`src/hw/rtl/sem_pkg.sv`:
```
// Shared types and constants for the Sobel edge magnitude block.
// No dependencies; imported by every module of the block.
package sem_pkg;

    localparam int MAX_WIDTH    = 1024;
    localparam int HEIGHT_LIMIT = 4096;
    localparam int MIN_DIM      = 3;
    localparam int SAT_LIMIT    = 255;

    localparam int PIX_W  = 8;
    localparam int COL_W  = $clog2(MAX_WIDTH);   // column counter / line store address
    localparam int ROW_W  = 12;
    localparam int FW_W   = 11;                  // frame_width register
    localparam int FH_W   = 13;                  // frame_height register
    localparam int CFG_W  = 13;                  // widest register
    localparam int SUM_W  = 10;                  // weighted column/row sum, max 4*255
    localparam int MAG_W  = 11;                  // |Gx| + |Gy|, max 2040

    // Register indexes on the configuration port
    localparam logic CFG_FRAME_WIDTH  = 1'b0;
    localparam logic CFG_FRAME_HEIGHT = 1'b1;

    // 3x3 neighbourhood: t = top row, m = middle, b = bottom; 0 = left column
    typedef struct packed {
        logic [PIX_W-1:0] t0, m0, b0;
        logic [PIX_W-1:0] t1, m1, b1;
        logic [PIX_W-1:0] t2, m2, b2;
    } t_win;

    // Position tags carried with each result
    typedef struct packed {
        logic             interior;
        logic [ROW_W-1:0] row;
        logic [9:0]       column;
        logic             frame_end;
    } t_tag;

endpackage

```
`src/hw/rtl/sem_grad.sv`:
```
// Sobel X/Y gradients of a 3x3 window, L1 magnitude saturated at 255.
// Depends on sem_pkg.
module sem_grad
    import sem_pkg::*;
(
    input  t_win             i_win,
    output logic [PIX_W-1:0] o_mag
);

    logic [SUM_W-1:0] left, right, top, bottom;
    logic [SUM_W-1:0] abs_x, abs_y;
    logic [MAG_W-1:0] sum;

    always_comb begin
        left   = SUM_W'(i_win.t0) + SUM_W'({i_win.m0, 1'b0}) + SUM_W'(i_win.b0);
        right  = SUM_W'(i_win.t2) + SUM_W'({i_win.m2, 1'b0}) + SUM_W'(i_win.b2);
        top    = SUM_W'(i_win.t0) + SUM_W'({i_win.t1, 1'b0}) + SUM_W'(i_win.t2);
        bottom = SUM_W'(i_win.b0) + SUM_W'({i_win.b1, 1'b0}) + SUM_W'(i_win.b2);
        abs_x  = (right >= left) ? right - left : left - right;
        abs_y  = (top >= bottom) ? top - bottom : bottom - top;
        sum    = MAG_W'(abs_x) + MAG_W'(abs_y);
        o_mag  = (sum > MAG_W'(SAT_LIMIT)) ? PIX_W'(SAT_LIMIT) : sum[PIX_W-1:0];
    end

endmodule

```
`config.mk`:
```
export PLATFORM = sky130hd
export DESIGN_NAME = sem_grad
export DESIGN_NICKNAME = d
export VERILOG_FILES = /design/src/hw/rtl/sem_pkg.sv /design/src/hw/rtl/sem_grad.sv
export SDC_FILE = /design/constraint.sdc
export NUM_CORES = 1
export LEC_CHECK = 0
export BUFFER_PORTS_ARGS = -buffer_cell sky130_fd_sc_hd__buf_2
export CORE_ASPECT_RATIO = 0.7
export CORE_UTILIZATION = 34
export DETAILED_ROUTE_END_ITERATION = 6
export PLACE_DENSITY = 0.64
export SYNTH_ARGS = -nofsm -noshare
export SYNTH_HDL_FRONTEND = slang
export SYNTH_SLANG_ARGS = --single-unit
```
`constraint.sdc`:
```
create_clock -name vclk -period 9.8
set_input_delay 0 -clock vclk [all_inputs]
set_output_delay 0 -clock vclk [all_outputs]
set_load 0.01 [all_outputs]
```
==> Yosys cells after proc, flatten, opt, wreduce, memory -nomap -nowiden <==
Cells that the tools add are included.
{ "totals": {"ff_bits": 0, "inputBits": 72, "elab_cells": 19} }
{ "classes": {"n_addsub": 13, "order_cmp": 3, "muxes": 3} }
{ "ops": {"columns": ["operator", "n"], "rows": [
  ["$add A10 B8 Y10", 4],
  ["$add A8 B9 Y10", 4],
  ["$sub A10 B10 Y10", 4],
  ["$ge A10 B10 Y1", 2],
  ["$mux W10", 2],
  ["$add A10 B10 Y11", 1],
  ["$gt A11 B8 Y1 const B", 1],
  ["$mux W8", 1]
]} }

==> Depth between registers and ports, before layout <==
{ "logic_depth": {"ltp_word": 7, "ltp_mapped": 27, "mapped_depth_nobuf": 26} }

==> Worst setup path after synthesis <==
OpenSTA, ideal clock, no wires.
{ "synth_timing": {"path_type": "input port to output port", "start": "in i_win[17] (netlist bit)", "end": "out o_mag[2]", "arrival_time_ps": 5185, "required_ps": 9800, "setup_slack_ps": 4615, "cell_stages": 22, "n_path_buf": 0, "path_cell_list": "inv_1 fa_1 inv_1 ha_1 fa_1 a21o_1 a21oi_1 o21bai_1 a21oi_1 xor2_1 ha_1 a21oi_4 o21ai_1 o31ai_4 mux2_2 fa_1 a21o_1 a21oi_1 o21bai_1 o31ai_1 mux2i_1 nand2b_1"} }
{ "synth_between": {"elab_chain_len": 7, "word_cells_on_any_way": 14, "classes_between": "add/sub (8); order compare (3); mux (3)"} }
{ "synth_rtl": {"columns": ["item", "line_no", "source"], "rows": [
  ["start, declared", "sem_grad.sv:6", "input t_win i_win,"],
  ["$add A8 B9 Y10", "sem_grad.sv:16", "right = SUM_W'(i_win.t2) + SUM_W'({i_win.m2, 1'b0}) + SUM_W'(i_win.b2);"],
  ["$add A10 B8 Y10", "sem_grad.sv:16", null],
  ["$sub A10 B10 Y10 / $ge A10 B10 Y1 (equally long branches)", "sem_grad.sv:19", "abs_x = (right >= left) ? right - left : left - right;"],
  ["$mux W10", "sem_grad.sv:19", null],
  ["$add A10 B10 Y11 (*)", "sem_grad.sv:21", "sum = MAG_W'(abs_x) + MAG_W'(abs_y);"],
  ["$gt A11 B8 Y1", "sem_grad.sv:22", "o_mag = (sum > MAG_W'(SAT_LIMIT)) ? PIX_W'(SAT_LIMIT) : sum[PIX_W-1:0];"],
  ["$mux W8 (*)", "sem_grad.sv:22", null],
  ["end, declared", "sem_grad.sv:7", "output logic [PIX_W-1:0] o_mag"]
]} }
Mark *: on every way between the ends. The rest lies on a longest branch, timed or not.

==> Worst setup path in the final report <==
{ "layout_timing": {"start": "in i_win[17] (netlist bit)", "end": "out o_mag[0]"} }
The elaborated chain is that of the path after synthesis.

==> metrics <==
f_max=161 MHz; layout cell share with drive strength beyond 1=14.8%; status=finished clean; final RePlAce weighted congestion=0.842; row cnt=33; fill count=1,263; Mean Syn Cell Area=8.02 µm²; DP Wirelength=9480 µm; Die ar.=12,800 µm²; diode count=0; largest net degree at the start of global routing=14; Vias/cell=4.97; DIE HEIGHT=95.0 µm; actual slew at the worst max-slew pin=0.667 ns; Cell variety after synth=50; Seq cells=0; Crit Path Category=input port to primary output; Final Hold Fails=0; Critical Path Fanout Max=10; WL per Instance=14.2 µm; commonest non-fill, non-tap cell in the layout=inv_1; # Max-Cap Violations=0; clock buffer count=0; final setup vio count=0; Detailed Routing Iterations Pass 1=5; Max-slew headroom=55.6%; Area Overhead vs Synth=12.1%; crit path capture type=primary output; Resized Gates After CTS=0; CP Launch Type=input port; Layout Utilization=39.6%; final WL=10,600 µm; Worst EP arrival=6.22 ns; Initial Util=35.3%; PortBufs=72; Gate Count Post-Synth=524; Syn Nets=717; vias in the first global route=3,702; Tcrit/Tclk final=63.4%; GRT overflow=0; Hold Buf Count CTS=0; Worst EP required=9.80 ns; initial DRC count=249; first-pass GRT wire length=18,000 µm; initial antenna violation count=0; die width=135 µm; Post-Syn Area=4200 µm²; Total GRT Usage=17.2%; FF+latch area=0 µm²; Yosys warning count=0; Final nets=784; HP Class=input port to primary output; sequential share of the synthesized area=0%; Setup TNS Final=0 ns; I/O Pins=80; Slew Limit Fails=0; Post-CTS Setup Bufs=0; number of remaining DRC errors=0; core footprint=11,900 µm²; RSZ-0062 raised after global routing=no; antenna viol nets, final=0; post-layout min period=6.22 ns; most frequent cells in the layout=inv_1 (94), ha_1 (84), buf_2 (72); total number of vias=3,708
## through the flow
step	cell area, µm²	instances	setup slack (ns)	hold WS (ns)
floorplan	4200	524	4.61	0.610
global placement	4710	746	3.75	0.872
detailed placement	4710	746	3.62	0.903
CTS	4710	746	3.60	0.903
global route	4710	746	3.17	0.960
finish	4710	746	3.58	0.891
## Yosys cell counts, types with 10 or more instances
master	number	area, µm²
xor2_1	26	228
inv_1	94	353
nor3_1	10	50.1
o21a_1	12	90.1
nand2b_1	15	93.8
xnor2_1	27	236
fa_1	37	741
nor2_1	31	116
a21o_1	14	105
ha_1	84	1050
mux2i_1	11	110
a21oi_1	41	205
o21ai_0	24	120
nand2_1	14	52.6
## per-layer routing
| layer | wire, µm | global-route usage (%) | vias up | share of wire [%] |
|---|---|---|---|---|
| li1 | - | - | 1903 | - |
| met1 | 5660 | 25.8 | 1685 | 53 |
| met2 | 4410 | 29.1 | 120 | 42 |
| met3 | 529 | 0.319 | 0 | 5.0 |
| met4 | 0 | 0 | 0 | 0 |
| met5 | 0 | 0 | - | 0 |
## worst paths after layout
kind,startpoint,endpoint,cells past startpoint
worst min-delay path,i_win[48],o_mag[0],7
worst max-delay path,i_win[17],o_mag[0],24
## kinds of logic after synthesis
family | Yosys count | synth area share [%]
XOR/XNOR | 53 | 11.0
buffers and inverters | 102 | 9.68
adder cells (fa/ha/maj) | 121 | 42.6
multiplexers | 13 | 3.16
AND/OR/NAND/NOR | 102 | 12.0
AO/OA/AOI/OAI | 133 | 21.5
## worst max-delay path, stage by stage
cell,delay (ns)
buf_2,0.07
inv_1,0.07
fa_1,0.54
inv_1,0.04
ha_1,0.23
fa_1,0.42
a21o_1,0.20
a21oi_1,0.24
o21bai_1,0.10
a21oi_1,0.23
xor2_1,0.21
ha_1,0.35
nand2_1,0.19
o21ai_1,0.17
o31ai_4,0.58
mux2_2,0.44
fa_1,0.44
a21o_1,0.17
a21oi_1,0.23
o21bai_1,0.13
o31ai_1,0.27
mux2i_1,0.52
or2_2,0.20
buf_2,0.12
## layout make-up
class | count | area [µm²] | area share, %
Multi-Input combinational cell | 422 | 3800 | 80.5
Timing Repair Buffer | 73 | 368 | 7.80
Inverter | 94 | 353 | 7.49
Tap cell | 157 | 196 | 4.17
Power is left out: the tool's default activity adds up to more than one toggle a clock period on the data nets, which glitch-free logic cannot reach.
